`config.mk`:
```
export PLATFORM = sky130hd
export DESIGN_NAME = lde_ctrl
export DESIGN_NICKNAME = d
export VERILOG_FILES = /design/src/hdl/lde_pkg.sv /design/src/hdl/lde_ctrl.sv
export SDC_FILE = /design/constraint.sdc
export NUM_CORES = 1
export LEC_CHECK = 0
export ABC_CLOCK_PERIOD_IN_PS = 1200
export BUFFER_PORTS_ARGS = -buffer_cell sky130_fd_sc_hd__buf_4
export CORE_AREA = 3 3 40 42
export DETAILED_ROUTE_END_ITERATION = 12
export DIE_AREA = 0 0 43 45
export RECOVER_POWER = 25
export SYNTH_ARGS = -nofsm -noshare
export SYNTH_HDL_FRONTEND = slang
export SYNTH_SLANG_ARGS = --single-unit
```
`constraint.sdc`:
```
create_clock -name clk_i -period 1.2 [get_ports clk_i]
set_clock_uncertainty 0.15 [all_clocks]
set_input_delay 0.06 -clock clk_i [delete_from_list [all_inputs] [get_ports clk_i]]
set_output_delay 0.06 -clock clk_i [all_outputs]
set_load 0.05 [all_outputs]
```
`src/hdl/lde_pkg.sv`:
```
package lde_pkg;

  localparam int unsigned NodeSlotsDef = 256;
  localparam int unsigned DataBitsDef  = 32;

  localparam int unsigned CmdW    = 3;
  localparam int unsigned PayW    = 32;
  localparam int unsigned HandleW = 8;
  localparam int unsigned StatW   = 2;
  localparam int unsigned CountW  = 9;
  localparam int unsigned InW     = 48;
  localparam int unsigned OutW    = 56;

  typedef enum logic [2:0] {
    CMD_APPEND  = 3'd0,
    CMD_PREPEND = 3'd1,
    CMD_POP     = 3'd2,
    CMD_SHIFT   = 3'd3,
    CMD_REMOVE  = 3'd4
  } cmd_e;

  typedef enum logic [1:0] {
    ST_OK       = 2'd0,
    ST_EMPTY    = 2'd1,
    ST_FULL     = 2'd2,
    ST_NOT_LIVE = 2'd3
  } status_e;

  // controller -> datapath
  typedef struct packed {
    logic load;   // capture input item, issue memory reads
    logic exec;   // perform update with read data
  } lde_ctrl_t;

endpackage

```
`src/hdl/lde_ctrl.sv`:
```
module lde_ctrl import lde_pkg::*; (
  input  logic      clk_i,
  input  logic      rst_ni,
  input  logic      in_valid_i,
  output logic      in_ready_o,
  output logic      out_valid_o,
  input  logic      out_ready_i,
  output lde_ctrl_t ctrl_o
);

  typedef enum logic [2:0] {
    S_IDLE = 3'b001,
    S_EXEC = 3'b010,
    S_OUT  = 3'b100
  } state_e;

  state_e state_q, state_d;

  always_comb begin
    state_d     = state_q;
    in_ready_o  = 1'b0;
    out_valid_o = 1'b0;
    ctrl_o      = '0;
    case (state_q)
      S_IDLE: begin
        in_ready_o  = 1'b1;
        ctrl_o.load = in_valid_i;
        if (in_valid_i) state_d = S_EXEC;
      end
      S_EXEC: begin
        ctrl_o.exec = 1'b1;
        state_d     = S_OUT;
      end
      S_OUT: begin
        out_valid_o = 1'b1;
        in_ready_o  = out_ready_i;
        ctrl_o.load = out_ready_i && in_valid_i;
        if (out_ready_i) state_d = in_valid_i ? S_EXEC : S_IDLE;
      end
      default: state_d = S_IDLE;
    endcase
  end

  always_ff @(posedge clk_i or negedge rst_ni) begin
    if (!rst_ni) begin
      state_q <= S_IDLE;
    end else begin
      state_q <= state_d;
    end
  end

endmodule

```
==> results of run 1 <==
[cell usage after synthesis]
cell | number | area (um^2)
nor3b_1 | 1 | 7.51
nand3_1 | 1 | 5.00
nand2b_1 | 1 | 6.26
nor2_1 | 2 | 7.51
dfstp_2 | 1 | 26.3
a21oi_1 | 1 | 5.00
inv_1 | 1 | 3.75
nor2_2 | 1 | 6.26
and2_1 | 3 | 18.8
nor3_1 | 1 | 5.00
a32o_2 | 1 | 11.3
a31oi_1 | 1 | 6.26
nor3b_2 | 1 | 12.5
dfrtp_1 | 2 | 50.1
[worst paths after layout]
check                                               to  cells after the start
worst max-delay path                         ctrl_o[1]                      4
worst min-delay path            state_q[2]$_DFFE_PN0P_                      4
worst max register to register  state_q[1]$_DFFE_PN0P_                      3
worst min register to register  state_q[2]$_DFFE_PN0P_                      2
max in group asynchronous       state_q[0]$_DFFE_PN1P_                      2
min in group asynchronous       state_q[1]$_DFFE_PN0P_                      2
[power by group through the flow]
stage	Sequential [uW]	Combinational (uW)	Clock (uW)
floorplan	213	321	0
global placement	182	549	0
detailed placement	182	552	0
CTS	183	594	184
global route	187	627	194
finish	183	587	174
[logic make-up (layout without fill, tap and decap cells)]
group	Yosys count	in the layout
simple gates	11	11
compound gates	3	3
flops	3	3
buf+inv	1	19
[worst min-delay path, stage by stage]
cell and delay [ps]:
buf_4 90, nor3b_1 40, a21oi_1 110, nor2_1 50
[layer usage]
layer,share of wire (%),wire [um],global-route usage [%],vias up
met4,0,0,5.42,0
met5,0,0,0,-
met1,45,196,6.30,88
li1,-,-,-,99
met3,7.3,32,3.59,0
met2,48,208,7.49,6
[per-stage QoR]
stage                     hold WS [ps]  std cells
after CTS                         4.29         51
after floorplan                   -386         18
final                             12.2         51
after global routing              40.1         51
after global placement            -300         45
after detailed placement          -298         45
[cell type report]
| class | count | area share, % |
|---|---|---|
| Multi-Input combinational cell | 14 | 29.6 |
| Tap cell | 15 | 5.28 |
| Sequential cell | 3 | 21.5 |
| Timing Repair Buffer | 14 | 35.2 |
| Inverter | 1 | 1.06 |
| Clock buffer | 4 | 7.39 |
[placed cells by master, fill, tap and decap left out]
master         netlist  final
inv_1                1      1
dlygate4sd3_1        0      2
dfrtp_1              2      2
nor2_2               1      1
nand2b_1             1      1
a31oi_1              1      1
nand3_1              1      1
buf_6                0      3
nor3b_4              0      1
and2_4               0      1
and2_1               3      2
a32o_2               1      1
nor3b_1              1      1
dfstp_2              1      1
nor3_2               0      1
a21oi_1              1      1
clkbuf_1             0      2
clkbuf_4             0      3
nor2_1               2      2
buf_4                0      7
buf_8                0      1
[repair_timing]
item	4_1_cts	5_1_grt
pin swaps	3	1
hold endpoints to repair	5	0
hold buffers	2	0
setup endpoints to repair	6	6
gates resized for setup	5	0
==> run_summary.xml, run 1 <==
<?xml version="1.0" encoding="UTF-8"?>
<metrics>
  <group name="yosys">
    <metric name="synth_sequential_area_ratio" unit="%">44.5</metric>
    <metric name="mappedNetlistArea" unit="um^2">171</metric>
    <metric name="fraction_of_the_mapped_netlist_area_in_compound_gates" unit="%">13.1</metric>
    <metric name="yosys.area_share.adder" unit="%">0</metric>
    <metric name="yosysUniqueCellTypes" unit="">14</metric>
    <metric name="synth_top_family_by_area" unit="">simple AND/OR/NAND/NOR gates</metric>
    <metric name="synthesis.yosys.warnings" unit="">0</metric>
    <metric name="synth_simple_gate_area_share" unit="%">40.1</metric>
    <metric name="multiplexer_share_of_the_synthesized_area" unit="%">0</metric>
    <metric name="post_synth.cell_area_avg" unit="um^2">9.52</metric>
    <metric name="synth.ff_latch_count" unit="">3</metric>
    <metric name="synth.net_count" unit="">22</metric>
    <metric name="synthCells" unit="">18</metric>
    <metric name="yosys.area_share.xor_xnor" unit="%">0</metric>
  </group>
  <group name="pwr">
    <metric name="power.share.sequential" unit="%">19.4</metric>
    <metric name="power_after_layout" unit="uW">943</metric>
    <metric name="power.density" unit="mW/mm^2">2650</metric>
    <metric name="power_leakage" unit="uW">0.000154</metric>
    <metric name="switchingPower" unit="uW">401</metric>
    <metric name="pwr-share-clk" unit="%">18.5</metric>
    <metric name="switching_share_of_total_power" unit="%">42.5</metric>
    <metric name="comb_power_share" unit="%">62.2</metric>
    <metric name="p_int" unit="uW">543</metric>
    <metric name="peak_ir_drop_on_the_vdd_network" unit="V">0.000536</metric>
  </group>
  <group name="sta">
    <metric name="setup_repair_after_global_routing_missed_its_margin" unit="">true</metric>
    <metric name="finalSetupViolations" unit="">6</metric>
    <metric name="min_period_over_period" unit="%">129</metric>
    <metric name="timing.final.crit_period" unit="ps">1550</metric>
    <metric name="worst_pin_slew" unit="ps">171</metric>
    <metric name="setup-tns-final" unit="ps">-971</metric>
    <metric name="max_freq" unit="GHz">0.644</metric>
    <metric name="finalWorstSetupSlack" unit="ps">-354</metric>
    <metric name="final_hold_viol_count" unit="">0</metric>
    <metric name="slew_violations" unit="">0</metric>
    <metric name="timing.max_slew.rel_slack" unit="%">88.6</metric>
  </group>
  <group name="floorplanning">
    <metric name="rows" unit="">13</metric>
    <metric name="die_span_in_x" unit="um">43</metric>
    <metric name="floorplan.core_area" unit="mm^2">0.00128</metric>
    <metric name="initial_utilization" unit="%">13.3</metric>
    <metric name="num_io_pins" unit="">8</metric>
    <metric name="design.die.area" unit="mm^2">0.00194</metric>
    <metric name="die_height" unit="um">45</metric>
  </group>
  <group name="setup_path">
    <metric name="crit_required" unit="ps">990</metric>
    <metric name="setup.worst_path.start_class" unit="">flip-flop</metric>
    <metric name="cp_top_family" unit="">flip-flops</metric>
    <metric name="critical_path.endpoint_type" unit="">primary output</metric>
    <metric name="crit_path_cell_trace" unit="">nor2_2, a32o_2, and2_4, buf_8</metric>
    <metric name="timing.critical_path.slowest_stage_cell" unit="">dfstp_2</metric>
    <metric name="r2r_start" unit="">state_q[0]$_DFFE_PN1P_</metric>
    <metric name="regToRegSetupSlack" unit="ps">-40</metric>
    <metric name="arrival" unit="ps">1340</metric>
    <metric name="buffer_and_inverter_count_on_the_worst_path" unit="">1</metric>
    <metric name="crit_start" unit="">state_q[0]$_DFFE_PN1P_</metric>
    <metric name="path_max_fanout" unit="">3</metric>
    <metric name="slowest_delay" unit="ps">520</metric>
    <metric name="criticalPathCategory" unit="">reg -&gt; out</metric>
  </group>
  <group name="routing">
    <metric name="route.detailed.vias_per_inst" unit="">3.78</metric>
    <metric name="via_count" unit="">193</metric>
    <metric name="dr.first_iter.drc_count" unit="">4</metric>
    <metric name="detail_route.first_pass.iterations" unit="">4</metric>
    <metric name="postRouteAntennaNets" unit="">0</metric>
    <metric name="drt_wl_total" unit="um">437</metric>
    <metric name="route.detailed.wl_per_inst" unit="um">8.57</metric>
    <metric name="drc_violations" unit="">0</metric>
  </group>
  <group name="place">
    <metric name="place.port_buffers" unit="">7</metric>
    <metric name="routabilityCongestion" unit="">0.707</metric>
    <metric name="hpwlAfterDp" unit="um">348</metric>
    <metric name="worst_slack_at_placement" unit="ps">-151</metric>
    <metric name="cell_area_reported_after_detailed_placement" unit="um^2">294</metric>
  </group>
  <group name="cells_and_area">
    <metric name="largest_reg_flops" unit="">3</metric>
    <metric name="fill_cells" unit="">142</metric>
    <metric name="diodes_inserted" unit="">0</metric>
    <metric name="area_growth_syn_to_layout" unit="%">107</metric>
    <metric name="largest_registers" unit="">state_q (3)</metric>
    <metric name="layout.core_utilization" unit="%">27.7</metric>
    <metric name="layout-drive-gt1-share" unit="%">55.6</metric>
    <metric name="num-nets-final" unit="">41</metric>
    <metric name="final_design_instance_area_without_fill" unit="um^2">355</metric>
    <metric name="area_of_the_multi_input_gates" unit="um^2">105</metric>
    <metric name="seq_area" unit="um^2">76.3</metric>
    <metric name="max_flop_register" unit="">state_q</metric>
  </group>
  <group name="hold_path">
    <metric name="hold_path_class" unit="">in -&gt; reg</metric>
    <metric name="min-delay-start" unit="">out_ready_i</metric>
  </group>
  <group name="grt">
    <metric name="grt_overflow" unit="">0</metric>
    <metric name="grt_use_total" unit="%">5.75</metric>
    <metric name="via_count_of_the_first_global_routing_pass" unit="">188</metric>
    <metric name="grt_antenna_before_repair" unit="">0</metric>
    <metric name="grt_pass1_wl" unit="um">738</metric>
    <metric name="grt_start_max_net_pins" unit="">6</metric>
  </group>
  <group name="clock_tree">
    <metric name="clk_pin_slew_worst_setup_hold_paths" unit="ps">40</metric>
    <metric name="cts_buffer_depth" unit="">2</metric>
    <metric name="clock_latency" unit="ps">230</metric>
    <metric name="htree_num_levels" unit="">1</metric>
    <metric name="post-cts-setup-buffer-count" unit="">0</metric>
    <metric name="numCtsBuffers" unit="">3</metric>
    <metric name="clock_net_sink_count" unit="">3</metric>
    <metric name="cts_tree" unit="">done</metric>
    <metric name="root_buffer" unit="">clkbuf_4</metric>
  </group>
  <group name="status">
    <metric name="result_of_the_run" unit="">finished with violations</metric>
    <metric name="violated_checks" unit="">setup timing</metric>
  </group>
  <group name="job">
    <metric name="max_cap_viol_count" unit="">0</metric>
  </group>
</metrics>
Power figures use the tool's default switching activity.
==> run 2, diff against run 1 <==
--- a/config.mk
+++ b/config.mk
@@ -5,6 +5,7 @@
 export SDC_FILE = /design/constraint.sdc
 export NUM_CORES = 1
 export LEC_CHECK = 0
+export ABC_AREA = 1
 export ABC_CLOCK_PERIOD_IN_PS = 1200
 export BUFFER_PORTS_ARGS = -buffer_cell sky130_fd_sc_hd__buf_4
 export CORE_AREA = 3 3 40 42
==> run 2 against run 1 <==
  * The flow still finishes with violations (setup timing)
  * Core utilization rose by 3.2 points
  * Die area did not move
  * Design area up 12%
==> run_summary.xml, run 2 <==
<?xml version="1.0" encoding="UTF-8"?>
<metrics>
  <group name="grt">
    <metric name="grt_start_max_net_pins" unit="">4</metric>
    <metric name="grt_antenna_before_repair" unit="">0</metric>
    <metric name="grt_pass1_wl" unit="um">897</metric>
    <metric name="grt_use_total" unit="%">7.08</metric>
    <metric name="grt_overflow" unit="">0</metric>
    <metric name="via_count_of_the_first_global_routing_pass" unit="">262</metric>
  </group>
  <group name="setup_path">
    <metric name="timing.critical_path.mode_cell" unit="">nand2_4</metric>
    <metric name="setup.worst_path.start_class" unit="">flip-flop</metric>
    <metric name="path_max_fanout" unit="">3</metric>
    <metric name="number_of_cells_on_the_worst_reg_to_reg_path" unit="">7</metric>
    <metric name="regToRegSetupSlack" unit="ps">-160</metric>
    <metric name="slowest_delay" unit="ps">560</metric>
    <metric name="critical_path.endpoint_type" unit="">primary output</metric>
    <metric name="r2r_start" unit="">state_q[0]$_DFFE_PN1P_</metric>
    <metric name="arrival" unit="ps">1270</metric>
    <metric name="criticalPathCategory" unit="">reg -&gt; out</metric>
    <metric name="crit_required" unit="ps">990</metric>
    <metric name="timing.critical_path.slowest_stage_cell" unit="">dfstp_2</metric>
    <metric name="regToRegEndpoint" unit="">state_q[0]$_DFFE_PN1P_</metric>
    <metric name="crit_path_cell_trace" unit="">nor2_2, nand2_2, nand2_4, nand2_4, a21oi_4, buf_6</metric>
  </group>
  <group name="pwr">
    <metric name="power.share.sequential" unit="%">18.5</metric>
    <metric name="comb_power_share" unit="%">64.8</metric>
    <metric name="p_int" unit="uW">558</metric>
    <metric name="power.density" unit="mW/mm^2">2650</metric>
    <metric name="switchingPower" unit="uW">494</metric>
    <metric name="power_leakage" unit="uW">0.000208</metric>
    <metric name="pwr-share-clk" unit="%">16.7</metric>
    <metric name="switching_share_of_total_power" unit="%">47.0</metric>
    <metric name="peak_ir_drop_on_the_vdd_network" unit="V">0.000545</metric>
    <metric name="power_after_layout" unit="uW">1050</metric>
  </group>
  <group name="cells_and_area">
    <metric name="largest_registers" unit="">state_q (3)</metric>
    <metric name="max_flop_register" unit="">state_q</metric>
    <metric name="area_of_the_multi_input_gates" unit="um^2">106</metric>
    <metric name="seq_area" unit="um^2">76.3</metric>
    <metric name="finish.cell_count_without_fillers" unit="">58</metric>
    <metric name="layout.cells.most_common" unit="">buf_4</metric>
    <metric name="diodes_inserted" unit="">0</metric>
    <metric name="area_growth_syn_to_layout" unit="%">131</metric>
    <metric name="num-nets-final" unit="">48</metric>
    <metric name="most_used_cells_in_the_layout_excluding_fill_and_tap_cells" unit="">8 x buf_4, 5 x buf_6, 4 x inv_1</metric>
    <metric name="layout-drive-gt1-share" unit="%">62.8</metric>
    <metric name="largest_reg_flops" unit="">3</metric>
    <metric name="fill_cells" unit="">139</metric>
  </group>
  <group name="hold_path">
    <metric name="timing.hold.worst_path_depth" unit="">3</metric>
    <metric name="min-delay-start" unit="">out_ready_i</metric>
    <metric name="hold_path_class" unit="">in -&gt; reg</metric>
    <metric name="timing.hold.worst_endpoint" unit="">state_q[1]$_DFFE_PN0P_</metric>
  </group>
  <group name="sta">
    <metric name="timing.final.crit_period" unit="ps">1480</metric>
    <metric name="finalSetupViolations" unit="">7</metric>
    <metric name="max_freq" unit="GHz">0.674</metric>
    <metric name="final_hold_viol_count" unit="">0</metric>
    <metric name="timing.max_slew.rel_slack" unit="%">89.2</metric>
    <metric name="min_period_over_period" unit="%">124</metric>
    <metric name="worst_pin_slew" unit="ps">161</metric>
    <metric name="slew_violations" unit="">0</metric>
    <metric name="setup_repair_after_global_routing_missed_its_margin" unit="">true</metric>
    <metric name="finalWorstSetupSlack" unit="ps">-284</metric>
  </group>
  <group name="clock_tree">
    <metric name="cts_buffer_depth" unit="">2</metric>
    <metric name="clk_pin_slew_worst_setup_hold_paths" unit="ps">40</metric>
    <metric name="clock_latency" unit="ps">230</metric>
    <metric name="cts_tree" unit="">done</metric>
    <metric name="clock_net_sink_count" unit="">3</metric>
    <metric name="numCtsBuffers" unit="">3</metric>
    <metric name="root_buffer" unit="">clkbuf_4</metric>
    <metric name="htree_num_levels" unit="">1</metric>
  </group>
  <group name="status">
    <metric name="result_of_the_run" unit="">finished with violations</metric>
    <metric name="violated_checks" unit="">setup timing</metric>
  </group>
  <group name="yosys">
    <metric name="synth-edff-count" unit="">0</metric>
    <metric name="synth_top_flop_cell" unit="">dfrtp_1</metric>
    <metric name="async_reset_ff_share" unit="%">100</metric>
    <metric name="synth_sequential_area_ratio" unit="%">44.5</metric>
    <metric name="netlist_top_cells_area" unit="">dfrtp_1 29%, dfstp_2 15%, nand2_2 15%</metric>
    <metric name="fraction_of_synthesized_cell_area_taken_by_the_top_area_cell_type" unit="%">29.2</metric>
    <metric name="yosysUniqueCellTypes" unit="">10</metric>
    <metric name="synth.ff_latch_count" unit="">3</metric>
    <metric name="synth.net_count" unit="">26</metric>
    <metric name="mappedNetlistArea" unit="um^2">171</metric>
    <metric name="synth.cells.most_frequent" unit="">5 x inv_1, 4 x nand2_2, 3 x nor2_2</metric>
    <metric name="post_synth.cell_area_avg" unit="um^2">7.79</metric>
    <metric name="yosysMostFrequentCell" unit="">inv_1</metric>
    <metric name="synth_area_leader_cell" unit="">dfrtp_1</metric>
    <metric name="synthCells" unit="">22</metric>
    <metric name="synthesis.yosys.warnings" unit="">0</metric>
  </group>
  <group name="floorplanning">
    <metric name="num_io_pins" unit="">8</metric>
    <metric name="initial_utilization" unit="%">13.3</metric>
    <metric name="die_span_in_x" unit="um">43</metric>
    <metric name="die_height" unit="um">45</metric>
    <metric name="floorplan.core_area" unit="mm^2">0.00128</metric>
    <metric name="design.die.area" unit="mm^2">0.00194</metric>
    <metric name="rows" unit="">13</metric>
  </group>
  <group name="routing">
    <metric name="drc_violations" unit="">0</metric>
    <metric name="drt_wl_total" unit="um">468</metric>
    <metric name="dr.first_iter.drc_count" unit="">0</metric>
    <metric name="via_count" unit="">208</metric>
    <metric name="route.detailed.vias_per_inst" unit="">3.59</metric>
    <metric name="detail_route.first_pass.iterations" unit="">1</metric>
    <metric name="postRouteAntennaNets" unit="">0</metric>
    <metric name="route.detailed.wl_per_inst" unit="um">8.07</metric>
  </group>
  <group name="job">
    <metric name="max_cap_viol_count" unit="">0</metric>
  </group>
  <group name="place">
    <metric name="place.port_buffers" unit="">7</metric>
    <metric name="routabilityCongestion" unit="">0.693</metric>
    <metric name="hpwlAfterDp" unit="um">359</metric>
    <metric name="place_inst" unit="">48</metric>
  </group>
</metrics>
## run 2: cell types whose count changed in the layout (fill, tap and decap cells not counted), sizes merged
cell         delta
nor3            -1
and2            -3
a32o            -1
nor2            +1
nand2b          -1
nor3b           -2
a21oi           +1
a31oi           -1
dlygate4sd3     +1
nand2           +5
o21ai           +2
buf             +2
inv             +4
## run 2: kinds of logic (layout without fill, tap and decap cells)
| group | Yosys count | count (layout) | share of synthesized area [%] |
|---|---|---|---|
| AOI/OAI and AO/OA | 4 | 4 | 11.7 |
| buffers and inverters | 5 | 26 | 11.0 |
| DFF | 3 | 3 | 44.5 |
| and+or+nand+nor | 10 | 10 | 32.8 |
## run 2: how the worst max path moves through the flow
stage,depth (start not counted),slack [ps],startpoint,to
final,6,-280,state_q[0]$_DFFE_PN1P_,ctrl_o[1]
after global routing,6,-350,state_q[1]$_DFFE_PN0P_,ctrl_o[1]
after CTS,6,-300,state_q[0]$_DFFE_PN1P_,ctrl_o[1]
after detailed placement,6,-100,state_q[1]$_DFFE_PN0P_,ctrl_o[1]
after global placement,6,-80,state_q[1]$_DFFE_PN0P_,ctrl_o[1]
after floorplan,5,-80,state_q[1]$_DFFE_PN0P_,ctrl_o[1]
## run 2: worst max-delay path, delay by kind of cell, from the launching register on
| family | cells | cell delay (ps) |
|---|---|---|
| flops | 1 | 560 |
| simple gates | 4 | 280 |
| buf+inv | 1 | 150 |
| compound gates | 1 | 30 |
## run 2: cell type report
| type | count | share of cell area, % |
|---|---|---|
| Timing Repair Buffer | 17 | 37.9 |
| Multi-Input combinational cell | 14 | 26.8 |
| Inverter | 5 | 4.73 |
| Tap cell | 15 | 4.73 |
| Clock buffer | 4 | 6.62 |
| Sequential cell | 3 | 19.2 |
## run 2: per-stage QoR
stage	TNS (ps)	utilization [%]	hold slack, ps	area, um^2	setup WS [ps]
6_report	-1410	30.9	36.5	397	-284
5_1_grt	-1840	30.9	43.1	397	-348
4_1_cts	-1260	29.7	-78.7	382	-299
3_5_place_dp	-178	22.8	-299	293	-99.6
3_3_place_gp	-132	22.8	-301	293	-80.0
2_1_floorplan	-124	-	-386	191	-75.6
## run 2: power groups by stage
stage	Sequential [uW]	Clock, uW	Combinational, uW
finish	194	176	682
CTS	196	186	663
global placement	195	0	573
global route	200	202	736
floorplan	192	0	406
detailed placement	197	0	584
## run 2: routing by layer
metal  routed length, um  part of all wire, %  GRT usage, %  up-vias
met5                   0                    0             0        -
met4                   0                    0          9.04        0
met3                  25                  5.3          3.98        0
met2                 284                   61          11.7        3
met1                 158                   34          5.07       97
li1                    -                    -             -      108
## run 2: repair_timing
item / CTS / global route
hold endpoints to repair: 6 / 0
endpoints found under the setup margin: 5 / 7
pin swaps: 4 / 0
buffers inserted: 1 / 2
hold buffers: 3 / 0
gates resized for setup: 7 / 2
==> run 3, diff against run 2 <==
--- a/config.mk
+++ b/config.mk
@@ -6,11 +6,14 @@
 export NUM_CORES = 1
 export LEC_CHECK = 0
 export ABC_AREA = 1
-export ABC_CLOCK_PERIOD_IN_PS = 1200
+export ABC_CLOCK_PERIOD_IN_PS = 1800
 export BUFFER_PORTS_ARGS = -buffer_cell sky130_fd_sc_hd__buf_4
+export CELL_PAD_IN_SITES_DETAIL_PLACEMENT = 0
+export CELL_PAD_IN_SITES_GLOBAL_PLACEMENT = 2
 export CORE_AREA = 3 3 40 42
 export DETAILED_ROUTE_END_ITERATION = 12
 export DIE_AREA = 0 0 43 45
+export PLACE_DENSITY_LB_ADDON = 0.1
 export RECOVER_POWER = 25
 export SYNTH_ARGS = -nofsm -noshare
 export SYNTH_HDL_FRONTEND = slang
==> constraint.sdc (replaced) <==
create_clock -name clk_i -period 1.8 [get_ports clk_i]
set_clock_uncertainty 0.15 [all_clocks]
set_input_delay 0.09 -clock clk_i [delete_from_list [all_inputs] [get_ports clk_i]]
set_output_delay 0.09 -clock clk_i [all_outputs]
set_load 0.05 [all_outputs]
==> run 3 against run 2 <==
  * Worst setup slack better by 530 ps
  * Register-to-register slack better by 790 ps
  * Worst hold slack gained 4.2 ps
  * Clock power decreased by 34%
  * Sequential power is 34% lower
  * Highest routed layer is now met4
  * The run now ends clean
  * Global-route usage fell by 2.3 points
  * Die area stayed put
  * Design area fell by 26%
==> run_summary.xml, run 3 (synthesized netlist as in run 2, its figures left out) <==
<?xml version="1.0" encoding="UTF-8"?>
<metrics>
  <group name="setup_path">
    <metric name="setup.worst_path.start_class" unit="">flip-flop</metric>
    <metric name="regToRegEndpoint" unit="">state_q[0]$_DFFE_PN1P_</metric>
    <metric name="critical_path.endpoint_type" unit="">primary output</metric>
    <metric name="arrival" unit="ps">1320</metric>
    <metric name="crit_path_cell_trace" unit="">nand2_2, nand2_2, nand2_2, a21oi_1, buf_4</metric>
    <metric name="regToRegSetupSlack" unit="ps">630</metric>
    <metric name="timing.critical_path.mode_cell" unit="">nand2_2</metric>
    <metric name="crit_start" unit="">state_q[0]$_DFFE_PN1P_</metric>
    <metric name="criticalPathCategory" unit="">reg -&gt; out</metric>
    <metric name="number_of_cells_on_the_worst_reg_to_reg_path" unit="">6</metric>
    <metric name="r2r_start" unit="">state_q[0]$_DFFE_PN1P_</metric>
    <metric name="timing.critical_path.slowest_stage_cell" unit="">dfstp_2</metric>
    <metric name="path_max_fanout" unit="">4</metric>
    <metric name="slowest_delay" unit="ps">550</metric>
    <metric name="crit_required" unit="ps">1560</metric>
  </group>
  <group name="cells_and_area">
    <metric name="layout-drive-gt1-share" unit="%">47.2</metric>
    <metric name="layout.core_utilization" unit="%">23.0</metric>
    <metric name="num-nets-final" unit="">41</metric>
    <metric name="max_flop_register" unit="">state_q</metric>
    <metric name="largest_registers" unit="">state_q (3)</metric>
    <metric name="diodes_inserted" unit="">0</metric>
    <metric name="final_design_instance_area_without_fill" unit="um^2">295</metric>
    <metric name="layout.cells.most_common" unit="">buf_4</metric>
    <metric name="most_used_cells_in_the_layout_excluding_fill_and_tap_cells" unit="">6 x buf_4, 5 x inv_1, 4 x nand2_2</metric>
    <metric name="largest_reg_flops" unit="">3</metric>
    <metric name="area_growth_syn_to_layout" unit="%">72.3</metric>
  </group>
  <group name="clock_tree">
    <metric name="clock_latency" unit="ps">230</metric>
    <metric name="clock_net_sink_count" unit="">3</metric>
    <metric name="htree_num_levels" unit="">1</metric>
    <metric name="cts_repair_resize_count" unit="">0</metric>
    <metric name="numCtsBuffers" unit="">3</metric>
    <metric name="cts_buffer_depth" unit="">2</metric>
    <metric name="clk_pin_slew_worst_setup_hold_paths" unit="ps">40</metric>
    <metric name="root_buffer" unit="">clkbuf_4</metric>
    <metric name="cts_tree" unit="">done</metric>
  </group>
  <group name="floorplanning">
    <metric name="floorplan.core_area" unit="mm^2">0.00128</metric>
    <metric name="design.die.area" unit="mm^2">0.00194</metric>
    <metric name="initial_utilization" unit="%">13.3</metric>
    <metric name="rows" unit="">13</metric>
    <metric name="num_io_pins" unit="">8</metric>
    <metric name="die_span_in_x" unit="um">43</metric>
    <metric name="die_height" unit="um">45</metric>
  </group>
  <group name="place">
    <metric name="cell_area_reported_after_detailed_placement" unit="um^2">243</metric>
    <metric name="place.port_buffers" unit="">7</metric>
    <metric name="routabilityCongestion" unit="">0.628</metric>
    <metric name="hpwlAfterDp" unit="um">304</metric>
  </group>
  <group name="routing">
    <metric name="route.detailed.vias_per_inst" unit="">3.43</metric>
    <metric name="drc_violations" unit="">0</metric>
    <metric name="route.layer.met1.wl" unit="um">157</metric>
    <metric name="dr.first_iter.drc_count" unit="">0</metric>
    <metric name="route.detailed.wl_per_inst" unit="um">7.33</metric>
    <metric name="detail_route.first_pass.iterations" unit="">1</metric>
    <metric name="dr_wl_met2" unit="um">180</metric>
    <metric name="route.top_layer_used" unit="">met4</metric>
    <metric name="postRouteAntennaNets" unit="">0</metric>
    <metric name="met3WireLength" unit="um">19</metric>
    <metric name="via_count" unit="">175</metric>
    <metric name="drt_wl_total" unit="um">374</metric>
  </group>
  <group name="sta">
    <metric name="finalSetupViolations" unit="">0</metric>
    <metric name="timing.final.crit_period" unit="ps">1560</metric>
    <metric name="timing.max_slew.rel_slack" unit="%">91.1</metric>
    <metric name="final_hold_viol_count" unit="">0</metric>
    <metric name="slew_violations" unit="">0</metric>
    <metric name="max_freq" unit="GHz">0.642</metric>
    <metric name="setup-tns-final" unit="ps">0</metric>
    <metric name="setup_repair_after_global_routing_missed_its_margin" unit="">false</metric>
    <metric name="worst_pin_slew" unit="ps">132</metric>
    <metric name="min_period_over_period" unit="%">86.6</metric>
  </group>
  <group name="grt">
    <metric name="grt_overflow" unit="">0</metric>
    <metric name="grt_start_max_net_pins" unit="">6</metric>
    <metric name="grt_use_total" unit="%">4.76</metric>
    <metric name="grt_pass1_wl" unit="um">648</metric>
    <metric name="via_count_of_the_first_global_routing_pass" unit="">185</metric>
    <metric name="grt_antenna_before_repair" unit="">0</metric>
  </group>
  <group name="hold_path">
    <metric name="hold_path_class" unit="">in -&gt; async</metric>
  </group>
  <group name="status">
    <metric name="result_of_the_run" unit="">finished, final reports clean</metric>
  </group>
  <group name="pwr">
    <metric name="peak_ir_drop_on_the_vdd_network" unit="V">0.000444</metric>
    <metric name="power_leakage" unit="uW">0.000164</metric>
    <metric name="power.density" unit="mW/mm^2">1870</metric>
  </group>
  <group name="job">
    <metric name="max_cap_viol_count" unit="">0</metric>
  </group>
</metrics>
==> run 3: cell count changes in the layout (fill, tap and decap cells not counted) <==
cell	before	now
o21ai_2	1	0
inv_2	1	0
inv_1	4	5
o21ai_0	0	1
a21oi_4	1	0
buf_6	5	0
nand2_2	1	4
nand2_4	3	0
a21oi_1	1	2
buf_4	8	6
==> run 3: cell type report <==
cell class                      count  area (um^2)
Fill cell                         160          990
Timing Repair Buffer               10         78.8
Sequential cell                     3         76.3
Multi-Input combinational cell     14         76.3
Clock buffer                        4         26.3
Inverter                            5         18.8
Tap cell                           15         18.8
==> run 3: worst max path at each step <==
stage,endpoint,cells past startpoint
after floorplan,ctrl_o[1],4
after global placement,ctrl_o[1],5
after detailed placement,ctrl_o[1],5
after CTS,ctrl_o[1],5
after global routing,ctrl_o[1],6
final,ctrl_o[1],5
==> run 3: stage by stage <==
stage / hold WS (ps) / power (uW) / worst slack (ps) / std cells
floorplan: -356 / 356 / 70.7 / 22
global placement: -272 / 443 / 459 / 44
detailed placement: -271 / 437 / 482 / 44
CTS: 31.1 / 563 / 227 / 51
global route: 55.9 / 598 / 149 / 51
finish: 40.7 / 552 / 242 / 51
==> run 3: routing by layer <==
layer,global-route usage [%],up-vias
li1,-,93
met1,4.85,74
met2,7.49,6
met3,1.20,2
met4,5.42,0
met5,0,-
==> run 3: where the power goes <==
| part | internal, uW | total, uW | switching (uW) |
|---|---|---|---|
| clock | 83.0 | 116 | 33.3 |
| sequential | 101 | 129 | 28.5 |
| combinational | 97.5 | 306 | 208 |
| total | 281 | 552 | 270 |
==> run 3: timing repair <==
action | CTS | global route
hold endpoints to repair | 6 | 0
setup buffers | 0 | 0
hold buffers | 3 | 0
==> run 3: worst max-delay path, delay by kind of cell, from the launching register on <==
kind / cells / cell delay [ps]
and+or+nand+nor: 3 / 210
AOI/OAI and AO/OA: 1 / 120
DFF: 1 / 550
buffers and inverters: 1 / 210
